### config.mk
export PLATFORM = sky130hd
export DESIGN_NAME = joystick_axis_conditioner
export DESIGN_NICKNAME = d
export VERILOG_FILES = /design/src/hw/rtl/jac_pkg.sv /design/src/hw/rtl/jac_serial_div.sv /design/src/hw/rtl/jac_axis_bank.sv /design/src/hw/rtl/joystick_axis_conditioner.sv
export SDC_FILE = /design/constraint.sdc
export NUM_CORES = 1
export LEC_CHECK = 0
export BUFFER_PORTS_ARGS = -buffer_cell sky130_fd_sc_hd__buf_4
export CAP_MARGIN = 40
export CORE_MARGIN = 2
export CORE_UTILIZATION = 55
export DETAILED_ROUTE_END_ITERATION = 8
export PLACE_DENSITY = 0.81
export SYNTH_ARGS = -nofsm -noshare
export SYNTH_HDL_FRONTEND = slang
export SYNTH_SLANG_ARGS = --single-unit
### constraint.sdc
create_clock -name clk -period 14.32 [get_ports clk]
set_clock_uncertainty 0.2 [all_clocks]
set_input_delay 1.432 -clock clk [delete_from_list [all_inputs] [get_ports clk]]
set_output_delay 1.432 -clock clk [all_outputs]
set_load 0.02 [all_outputs]
### src/hw/rtl/jac_pkg.sv
// Shared constants, payload types and control structs of the joystick axis conditioner.
`default_nettype none

package jac_pkg;

	localparam int SAMPLE_BITS = 12;
	localparam int CAL_SAMPLES = 64;
	localparam int NUM_AXES    = 2;

	localparam int CFG_BITS   = 12;
	localparam int POS_W      = 8;
	localparam int POS_FRAC   = 7;
	localparam int FULL_OUT   = 127;
	localparam int FILT_SHIFT = 3;

	localparam int AXIS_W  = (NUM_AXES > 1) ? $clog2(NUM_AXES) : 1;
	localparam int CAL_LOG = $clog2(CAL_SAMPLES);
	localparam int CNT_W   = (CAL_LOG > 0) ? CAL_LOG : 1;
	localparam int SUM_W   = SAMPLE_BITS + CAL_LOG;
	localparam int F_W     = SAMPLE_BITS + 1;
	localparam int ACC_W   = SAMPLE_BITS + FILT_SHIFT + 1;
	localparam int PROD_W  = SAMPLE_BITS + POS_FRAC;
	localparam int CALN_W  = $clog2(CAL_SAMPLES + 1);
	localparam int DVS_W   = (CFG_BITS > CALN_W) ? CFG_BITS : CALN_W;
	localparam int LO_W    = SAMPLE_BITS;
	localparam int ITER_W  = $clog2(LO_W + 1);

	localparam int CFG_IDX_W = 1;
	localparam logic [CFG_IDX_W-1:0] REG_DEADZONE = CFG_IDX_W'(0);
	localparam logic [CFG_IDX_W-1:0] REG_SPAN     = CFG_IDX_W'(1);

	localparam logic [CFG_BITS-1:0] DEADZONE_RST   = CFG_BITS'(170);
	localparam logic [CFG_BITS-1:0] SPAN_RST       = CFG_BITS'(1450);
	localparam logic [SAMPLE_BITS-1:0] CENTER_RST  = {1'b1, {(SAMPLE_BITS-1){1'b0}}};

	typedef struct packed {
		logic                   kind;
		logic [AXIS_W-1:0]      axis_select;
		logic [SAMPLE_BITS-1:0] sample;
	} item_t;

	typedef struct packed {
		logic [AXIS_W-1:0]       axis_out;
		logic signed [POS_W-1:0] position;
	} result_t;

	typedef struct packed {
		logic              start;
		logic [DVS_W-1:0]  rem;
		logic [LO_W-1:0]   low;
		logic [DVS_W-1:0]  divisor;
		logic [ITER_W-1:0] iters;
	} div_req_t;

	typedef struct packed {
		logic            busy;
		logic            done;
		logic [LO_W-1:0] quot;
	} div_rsp_t;

	typedef struct packed {
		logic [AXIS_W-1:0]      axis;
		logic                   filter_we;
		logic signed [F_W-1:0]  filter;
		logic                   cal_we;
		logic [SUM_W-1:0]       sum;
		logic [CNT_W-1:0]       count;
		logic                   center_we;
		logic [SAMPLE_BITS-1:0] center;
	} bank_wr_t;

endpackage

`default_nettype wire

### src/hw/rtl/jac_serial_div.sv
// Restoring divider that retires one quotient bit per cycle.
`default_nettype none

module jac_serial_div (
	input  logic               clk,
	input  logic               arst_n,
	input  jac_pkg::div_req_t  req,
	output jac_pkg::div_rsp_t  rsp
);
	import jac_pkg::*;

	logic              busy_q;
	logic [ITER_W-1:0] cnt_q;
	logic [DVS_W-1:0]  rem_q;
	logic [DVS_W-1:0]  dvs_q;
	logic [LO_W-1:0]   low_q;
	logic [LO_W-1:0]   quot_q;

	logic [DVS_W:0]   trial;
	logic             fits;
	logic [DVS_W-1:0] rem_next;

	// Shift the next dividend bit into the remainder and try the subtract.
	assign trial    = {rem_q, low_q[LO_W-1]} - {1'b0, dvs_q};
	assign fits     = !trial[DVS_W];
	assign rem_next = fits ? trial[DVS_W-1:0] : {rem_q[DVS_W-2:0], low_q[LO_W-1]};

	always_ff @(posedge clk or negedge arst_n) begin
		if (!arst_n) begin
			busy_q <= 1'b0;
			cnt_q  <= '0;
		end else if (req.start) begin
			busy_q <= 1'b1;
			cnt_q  <= req.iters;
			rem_q  <= req.rem;
			dvs_q  <= req.divisor;
			low_q  <= req.low;
			quot_q <= '0;
		end else if (busy_q) begin
			if (cnt_q != '0) begin
				cnt_q  <= cnt_q - 1'b1;
				rem_q  <= rem_next;
				low_q  <= {low_q[LO_W-2:0], 1'b0};
				quot_q <= {quot_q[LO_W-2:0], fits};
			end else begin
				busy_q <= 1'b0;
			end
		end
	end

	assign rsp.busy = busy_q;
	assign rsp.done = busy_q && (cnt_q == '0);
	assign rsp.quot = quot_q;

endmodule

`default_nettype wire

### src/hw/rtl/jac_axis_bank.sv
// Per-axis state: center, filter value and calibration sum and count.
`default_nettype none

module jac_axis_bank (
	input  logic                                 clk,
	input  logic                                 arst_n,
	input  logic [jac_pkg::AXIS_W-1:0]           rd_axis,
	input  jac_pkg::bank_wr_t                    wr,
	output logic [jac_pkg::SAMPLE_BITS-1:0]      center,
	output logic signed [jac_pkg::F_W-1:0]       filter,
	output logic [jac_pkg::SUM_W-1:0]            cal_sum,
	output logic [jac_pkg::CNT_W-1:0]            cal_count
);
	import jac_pkg::*;

	logic [SAMPLE_BITS-1:0] center_q [NUM_AXES];
	logic signed [F_W-1:0]  filter_q [NUM_AXES];
	logic [SUM_W-1:0]       sum_q    [NUM_AXES];
	logic [CNT_W-1:0]       cnt_q    [NUM_AXES];

	always_ff @(posedge clk or negedge arst_n) begin
		if (!arst_n) begin
			for (int i = 0; i < NUM_AXES; i++) begin
				center_q[i] <= CENTER_RST;
				filter_q[i] <= '0;
				sum_q[i]    <= '0;
				cnt_q[i]    <= '0;
			end
		end else begin
			if (wr.center_we) begin
				center_q[wr.axis] <= wr.center;
			end
			if (wr.filter_we) begin
				filter_q[wr.axis] <= wr.filter;
			end
			if (wr.cal_we) begin
				sum_q[wr.axis] <= wr.sum;
				cnt_q[wr.axis] <= wr.count;
			end
		end
	end

	assign center    = center_q[rd_axis];
	assign filter    = filter_q[rd_axis];
	assign cal_sum   = sum_q[rd_axis];
	assign cal_count = cnt_q[rd_axis];

endmodule

`default_nettype wire

### src/hw/rtl/joystick_axis_conditioner.sv
// Top level of the joystick axis conditioner: control sequencer, mapping and result register.
// Tracking sample: S_DELTA, S_FILT and S_MAP lead to S_DONE when the filtered value lands in
//   the deadzone or saturates, otherwise S_MAP_DIV comes between, set by the POS_FRAC-step
//   quotient loop of the divider; the next item may enter when the output register is free.
// Calibration sample: S_CAL returns to idle for the next item; the sample that closes a
//   calibration run also passes S_CAL_DIV, which waits on the SAMPLE_BITS-step divide of the sum.
// One item in flight at a time; a finished result may wait in the output register meanwhile.
// Reset: centers at midscale, filters, sums and counts cleared, deadzone 170, full scale 1450.
`default_nettype none

module joystick_axis_conditioner (
	input  logic                              clk,
	input  logic                              arst_n,
	input  logic                              item_valid,
	output logic                              item_stall,
	input  jac_pkg::item_t                    item,
	output logic                              result_valid,
	input  logic                              result_stall,
	output jac_pkg::result_t                  result,
	input  logic                              cfg_valid,
	output logic                              cfg_ready,
	input  logic [jac_pkg::CFG_IDX_W-1:0]     cfg_index,
	input  logic [jac_pkg::CFG_BITS-1:0]      cfg_data
);
	import jac_pkg::*;

	localparam int MX_W  = (SAMPLE_BITS > CFG_BITS) ? SAMPLE_BITS : CFG_BITS;
	localparam int CMP_W = (PROD_W > DVS_W + POS_FRAC) ? PROD_W : DVS_W + POS_FRAC;
	localparam logic signed [POS_W-1:0] POS_MAX = POS_W'(FULL_OUT);
	localparam logic signed [POS_W-1:0] POS_MIN = -POS_W'(FULL_OUT);
	localparam logic signed [ACC_W-1:0] TRUNC_ADJ = ACC_W'((1 << FILT_SHIFT) - 1);

	typedef enum logic [2:0] {
		S_IDLE,
		S_CAL,
		S_CAL_DIV,
		S_DELTA,
		S_FILT,
		S_MAP,
		S_MAP_DIV,
		S_DONE
	} state_t;

	state_t                  state_q;
	logic [AXIS_W-1:0]       axis_q;
	logic [SAMPLE_BITS-1:0]  smp_q;
	logic signed [F_W-1:0]   delta_q;
	logic signed [ACC_W-1:0] f7_q;
	logic signed [F_W-1:0]   f_q;
	logic                    neg_q;
	logic signed [POS_W-1:0] pos_q;
	result_t                 res_q;
	logic                    res_valid_q;
	logic [CFG_BITS-1:0]     deadzone_q;
	logic [CFG_BITS-1:0]     span_q;

	// Axis state bank and shared divider
	logic [SAMPLE_BITS-1:0] center_rd;
	logic signed [F_W-1:0]  filter_rd;
	logic [SUM_W-1:0]       sum_rd;
	logic [CNT_W-1:0]       cnt_rd;
	bank_wr_t               bank_wr;
	div_req_t               div_req;
	div_rsp_t               div_rsp;

	jac_axis_bank u_bank (
		.clk       (clk),
		.arst_n    (arst_n),
		.rd_axis   (axis_q),
		.wr        (bank_wr),
		.center    (center_rd),
		.filter    (filter_rd),
		.cal_sum   (sum_rd),
		.cal_count (cnt_rd)
	);

	jac_serial_div u_div (
		.clk    (clk),
		.arst_n (arst_n),
		.req    (div_req),
		.rsp    (div_rsp)
	);

	// Configuration: always ready; write only while the block is idle.
	assign cfg_ready = 1'b1;

	always_ff @(posedge clk or negedge arst_n) begin
		if (!arst_n) begin
			deadzone_q <= DEADZONE_RST;
			span_q     <= SPAN_RST;
		end else if (cfg_valid) begin
			case (cfg_index)
				REG_DEADZONE: deadzone_q <= cfg_data;
				REG_SPAN:     span_q     <= cfg_data;
				default: ;
			endcase
		end
	end

	// Handshake: take an item only when the sequencer is idle.
	logic item_take;
	logic axis_ok;
	logic res_free;

	assign item_stall = (state_q != S_IDLE);
	assign item_take  = item_valid && (state_q == S_IDLE);
	assign axis_ok    = ({1'b0, item.axis_select} < (AXIS_W + 1)'(NUM_AXES));
	assign res_free   = !res_valid_q || !result_stall;

	// Filter datapath: delta and 7*f first, then the add and the divide by 8 toward zero.
	logic signed [F_W-1:0]   delta;
	logic signed [ACC_W-1:0] f_ext;
	logic signed [ACC_W-1:0] f7;
	logic signed [ACC_W-1:0] acc;
	logic signed [ACC_W-1:0] acc_adj;
	logic signed [F_W-1:0]   f_new;

	assign delta   = $signed({1'b0, smp_q}) - $signed({1'b0, center_rd});
	assign f_ext   = ACC_W'(filter_rd);
	assign f7      = (f_ext <<< FILT_SHIFT) - f_ext;
	assign acc     = f7_q + ACC_W'(delta_q);
	// Negative sums get a bias so the arithmetic shift truncates toward zero.
	assign acc_adj = acc + (acc[ACC_W-1] ? TRUNC_ADJ : '0);
	assign f_new   = F_W'(acc_adj >>> FILT_SHIFT);

	// Mapping: magnitude, deadzone test, f*127 and the saturation test against scale*128.
	logic signed [F_W-1:0]   f_abs;
	logic [SAMPLE_BITS-1:0]  mag;
	logic                    in_dead;
	logic [PROD_W-1:0]       prod;
	logic [DVS_W-1:0]        scale_eff;
	logic                    sat;
	logic signed [POS_W-1:0] q_pos;

	assign f_abs     = f_q[F_W-1] ? -f_q : f_q;
	assign mag       = f_abs[SAMPLE_BITS-1:0];
	assign in_dead   = MX_W'(mag) < MX_W'(deadzone_q);
	assign prod      = (PROD_W'(mag) << POS_FRAC) - PROD_W'(mag);
	// A full scale of zero behaves as one: anything outside the deadzone saturates.
	assign scale_eff = (span_q == '0) ? DVS_W'(1) : DVS_W'(span_q);
	assign sat       = CMP_W'(prod) >= (CMP_W'(scale_eff) << POS_FRAC);
	assign q_pos     = $signed(POS_W'(div_rsp.quot[POS_FRAC-1:0]));

	// Calibration accumulate
	logic [SUM_W-1:0] sum_new;
	logic             cal_last;

	assign sum_new  = sum_rd + SUM_W'(smp_q);
	assign cal_last = (cnt_rd == CNT_W'(CAL_SAMPLES - 1));

	// Divider launch. The remainder starts with the dividend's high part, which is known to
	// be below the divisor, so only the quotient bits that matter are produced.
	always_comb begin
		div_req         = '0;
		div_req.divisor = scale_eff;
		if (state_q == S_CAL && cal_last) begin
			// center = sum / CAL_SAMPLES, SAMPLE_BITS quotient bits
			div_req.start   = 1'b1;
			div_req.rem     = DVS_W'(sum_new >> SAMPLE_BITS);
			div_req.low     = LO_W'(sum_new);
			div_req.divisor = DVS_W'(CAL_SAMPLES);
			div_req.iters   = ITER_W'(SAMPLE_BITS);
		end else if (state_q == S_MAP && !in_dead && !sat) begin
			// |f|*127 / full_scale, known below 128 here
			div_req.start = 1'b1;
			div_req.rem   = DVS_W'(prod >> POS_FRAC);
			div_req.low   = {prod[POS_FRAC-1:0], {(LO_W-POS_FRAC){1'b0}}};
			div_req.iters = ITER_W'(POS_FRAC);
		end
	end

	// Axis state updates
	always_comb begin
		bank_wr      = '0;
		bank_wr.axis = axis_q;
		case (state_q)
			S_CAL: begin
				// Accumulate; the closing sample restarts sum and count.
				bank_wr.cal_we = 1'b1;
				bank_wr.sum    = cal_last ? '0 : sum_new;
				bank_wr.count  = cal_last ? '0 : cnt_rd + 1'b1;
			end
			S_CAL_DIV: begin
				// Install the new center and drop the filter history.
				bank_wr.center_we = div_rsp.done;
				bank_wr.center    = div_rsp.quot[SAMPLE_BITS-1:0];
				bank_wr.filter_we = div_rsp.done;
			end
			S_FILT: begin
				bank_wr.filter_we = 1'b1;
				bank_wr.filter    = f_new;
			end
			default: ;
		endcase
	end

	// Sequencer with result register
	always_ff @(posedge clk or negedge arst_n) begin
		if (!arst_n) begin
			state_q     <= S_IDLE;
			res_valid_q <= 1'b0;
		end else begin
			// Release the output register once its beat is taken, unless a new result lands.
			if (res_valid_q && !result_stall && state_q != S_DONE) begin
				res_valid_q <= 1'b0;
			end
			case (state_q)
				S_IDLE: begin
					if (item_take) begin
						axis_q <= item.axis_select;
						smp_q  <= item.sample;
						// Drop samples for axes that do not exist.
						if (axis_ok) begin
							state_q <= item.kind ? S_CAL : S_DELTA;
						end
					end
				end
				S_CAL: begin
					state_q <= cal_last ? S_CAL_DIV : S_IDLE;
				end
				S_CAL_DIV: begin
					if (div_rsp.done) begin
						state_q <= S_IDLE;
					end
				end
				S_DELTA: begin
					delta_q <= delta;
					f7_q    <= f7;
					state_q <= S_FILT;
				end
				S_FILT: begin
					f_q     <= f_new;
					state_q <= S_MAP;
				end
				S_MAP: begin
					neg_q <= f_q[F_W-1];
					if (in_dead) begin
						pos_q   <= '0;
						state_q <= S_DONE;
					end else if (sat) begin
						pos_q   <= f_q[F_W-1] ? POS_MIN : POS_MAX;
						state_q <= S_DONE;
					end else begin
						state_q <= S_MAP_DIV;
					end
				end
				S_MAP_DIV: begin
					if (div_rsp.done) begin
						pos_q   <= neg_q ? -q_pos : q_pos;
						state_q <= S_DONE;
					end
				end
				S_DONE: begin
					// Hold until the output register frees up.
					if (res_free) begin
						res_q.axis_out <= axis_q;
						res_q.position <= pos_q;
						res_valid_q    <= 1'b1;
						state_q        <= S_IDLE;
					end
				end
				default: begin
					state_q <= S_IDLE;
				end
			endcase
		end
	end

	assign result_valid = res_valid_q;
	assign result       = res_q;

	// A new result beat only ever comes from the completion state.
	a_res_from_done: assert property (@(posedge clk) disable iff (!arst_n)
		$rose(res_valid_q) |-> $past(state_q == S_DONE))
		else $error("result raised outside completion state");

	// Positions never fall below negative full output.
	a_pos_range: assert property (@(posedge clk) disable iff (!arst_n)
		res_valid_q |-> ($signed(res_q.position) >= POS_MIN))
		else $error("position below negative full output");

	// The divider is never relaunched while it still works.
	a_div_idle: assert property (@(posedge clk) disable iff (!arst_n)
		div_req.start |-> !div_rsp.busy)
		else $error("divider started while busy");

	// Closing a calibration run leaves that axis's filter at zero.
	a_cal_clears_filter: assert property (@(posedge clk) disable iff (!arst_n)
		(state_q == S_CAL_DIV && div_rsp.done) |=> (filter_rd == '0))
		else $error("filter not cleared after calibration");

endmodule

`default_nettype wire
==> summary.md <==
| Metric | Value |
|---|---|
| Area of the mapped netlist | 15,090 um^2 |
| Seq cells post-synth | around 250 |
| Ant diodes | 0 |
| Clock share of power | 0.235 |
| Vias in the first global route | ~11,000 |
| Top cells by count, synth | nand2_1 (171), edfxtp_1 (121), dfrtp_1 (119), o21ai_0 (101), nor2_1 (100) |
| Critical Path AT | 6740 ps |
| Pre-CTS WS | 7638 ps |
| Net switching power | 1174 uW |
| Hold Violations, Final | 0 |
| Syn nets | approximately 1,600 |
| H-tree Lvls | 1 |
| Hold_buf cts | 0 |
| Root Driver | clkbuf_16 |
| Fmax | between 100 and 150 MHz |
| Gr ovfl total | 0 |
| Share of cells above drive strength 1 | 0.1333 |
| Sequence of cells on the critical path | inv_1, ha_1, or4b_1, o31a_1, xnor2_4, xnor2_1, o31ai_4, maj3_4, a2111oi_2, xnor2_1, ha_1, nand3_1, nor2_1, nand4_1, nor4bb_1, a21oi_1, a32oi_1, o21ai_0, a21oi_1 |
| HP Class | reg -> reg |
| Startpoint types | flop |
| Synthesized instance count | 1,475 |
| Remaining antenna violation count after routing | 0 |
| Final setup margin | between 7000 and 8000 ps |
| Placed Area | 15,760 um^2 |
| Status | complete, no violations |
| Minimum clock period | 6779 ps |
| DP Wirelength | 26.03 mm |
| WS Path Type | reg -> reg |
| Crit-path slowest cell | a21oi_1 |
| Number of max-cap violations | 0 |
| Sequential Power Share | 0.358 |
| Initial antenna violation count | 0 |
| Synth warn | 0 |
| CTS tree | built |
| Crit. End Element | flop |
| Cell-internal power | 1959 uW |
| Logic pwr share | 0.407 |
| DRC violations left | 0 |
| Starting density of the core | 0.5599 |
| Vias | 11,248 |
| Boundary Pins | 44 |
| CP max FO | 10 |
| Register area share after synthesis | 0.4590 |
| EDFF count, synth | approximately 120 |
| Share of the synthesized area in the top cell type | 0.2408 |
| Vias per inst | between 6 and 7 |
| Max stage delay on crit path | 780 ps |
| Mapped Avg Cell Area | a little over 10 um^2 |
| Avg WL per Cell | 18.89 um |
| Synth Flop Type | edfxtp_1 |
| DRT Pass-1 Iters | 6 |
| Routability congestion estimate | 0.8959 |
| Worst slew pin tran | 976.8 ps |
| Post_cts resized | 0 |
| Port bufs | 42 |
| Worst slew margin | 0.3488 |
| Largest net degree at the start of global routing | 62 |
| Hold slack | 220.1 ps |
| Final-report setup violation count | 0 |
| Gr usage total | 0.2474 |
| Most frequent cell after synthesis | nand2_1 |
| Final wirelength | 35.34 mm |
| Nets@finish | around 1,600 |
| First-pass GRT wire length | 56.64 mm |
| Final Power | 3133 uW |
| Total CTS buffers | 27 |
| Unrepaired setup endpoints after global routing | no |
| Setup tns final | 0 ps |
| Worst Path Required | around 14,000 ps |
| PwrDens | 187.6 nW/um^2 |
| Row count | 60 |
| Synthesis-to-finish area growth | 10.68% |
| LEAKAGE | just over 0.007 uW |
| Post-synth ARST share | 0.5198 |
| Clk sink count | ~250 |
| Final Instance Area | roughly 17,000 um^2 |
| Die ar. | 28,780 um^2 |
| Yosys top cell by area | edfxtp_1 |
| Synth cell types | 85 |
| Max-slew violations | 0 |
| DR iter-0 viols | a little over 1,000 |
| Final worst-path cycle share | 0.4734 |
| Die H | 169.6 um |
| Clock Tree Buf Depth | 3 |
| Reg clk slew, reported paths | ~60 ps |
| Core Region | 26,950 um^2 |
| Max IR drop VDD | 0.0001310 V |
| Setup repair bufs after CTS | 0 |
| Worst-Skew Late Latency | 540 ps |
| Area contributors post-synth | edfxtp_1 (24%), dfrtp_1 (20%), ha_1 (7.8%), nand2_1 (4.3%), xnor2_1 (4.1%) |
| DIE WIDTH | 169.6 um |
| Sw frac | 0.3747 |
==> registers in the layout, summed over array words and instances, names as in the netlist, 13 cells and up <==
register,cells
delta_q,13
f7_q,16
f_q,13
u_bank.center_q,24
u_bank.filter_q,26
u_bank.sum_q,36
==> worst max-delay path, delay by kind of cell, from the launching register on <==
| family | cells | cell delay [ps] |
|---|---|---|
| AOI/OAI and AO/OA | 7 | 2520 |
| and+or+nand+nor | 5 | 1290 |
| adders and majority gates | 3 | 940 |
| xor gates and xnor gates | 3 | 710 |
| DFF | 1 | 570 |
| buffers and inverters | 1 | 170 |
==> metal layers <==
layer  vias up  routed length (um)  global-route usage
li1       5358                   -                   -
met1      5448               15600              0.3402
met2       363               16670              0.4085
met3        79                1934             0.03078
met4         0                1142             0.08361
met5         -                   0                   0
==> path summary, 6_finish.rpt <==
kind	from	end	slack (ps)	cells after the start
max reg2reg	f_q[0]	pos_q[2]	7540	19
min	pos_q[4]	result[4]	220	0
min reg2reg	pos_q[4]	result[4]	220	0
max	f_q[0]	pos_q[2]	7540	19
min in group asynchronous	arst_n	u_bank.center_q[6]	560	1
max in group asynchronous	arst_n	u_bank.cnt_q[2]	11620	3
==> stage by stage <==
stage / utilization / std cells
4_1_cts: 0.6197 / 1871
2_1_floorplan: - / 1475
5_1_grt: 0.6197 / 1871
3_5_place_dp: 0.5847 / 1821
3_3_place_gp: 0.5835 / 1818
6_report: 0.6197 / 1871
==> cell families after synthesis <==
kind of cell             Yosys count  share of synthesized area
other                              1                  0.0002485
multiplexers                      95                    0.06750
XOR/XNOR                         105                    0.06318
adder cells (fa/ha/maj)           99                    0.08416
buffers and inverters            140                    0.03673
AO/OA/AOI/OAI                    336                     0.1485
flip-flops                       252                     0.4590
AND/OR/NAND/NOR                  447                     0.1406
==> layout make-up <==
cell class                      count  area (um^2)
Fill cell                        2114        10250
Clock inverter                     14        181.4
Multi-Input combinational cell   1083         7632
Timing Repair Buffer               57        442.9
Inverter                           88        330.3
Tap cell                          341        426.7
Sequential cell                   252         6927
Clock buffer                       36        760.7
==> cell usage in the layout, fill, tap and decap left out, types with 13 or more instances in the layout <==
cell type    n
buf_4       54
dfrtp_1    119
nor3_1      22
o21ai_0    101
mux2i_1     41
nor2b_1     13
mux2_2      54
xor2_1      31
nor2_1     100
nand2_1    171
inv_1       88
a31oi_1     15
edfxtp_1   121
ha_1        94
or2_2       14
xnor2_1     71
clkbuf_16   28
nand3_1     22
o21a_1      14
a21oi_1     68
nand2b_1    26
or3_1       20
==> power by group through the flow <==
stage	clock, uW	combinational, uW	sequential, uW
final	736	1280	1120
after global routing	770	1420	1140
after CTS	744	1260	1120
after detailed placement	0	1250	1130
after global placement	0	1200	1120
after floorplan	0	969	1070
No activity file was read; power rests on OpenSTA's default activity.
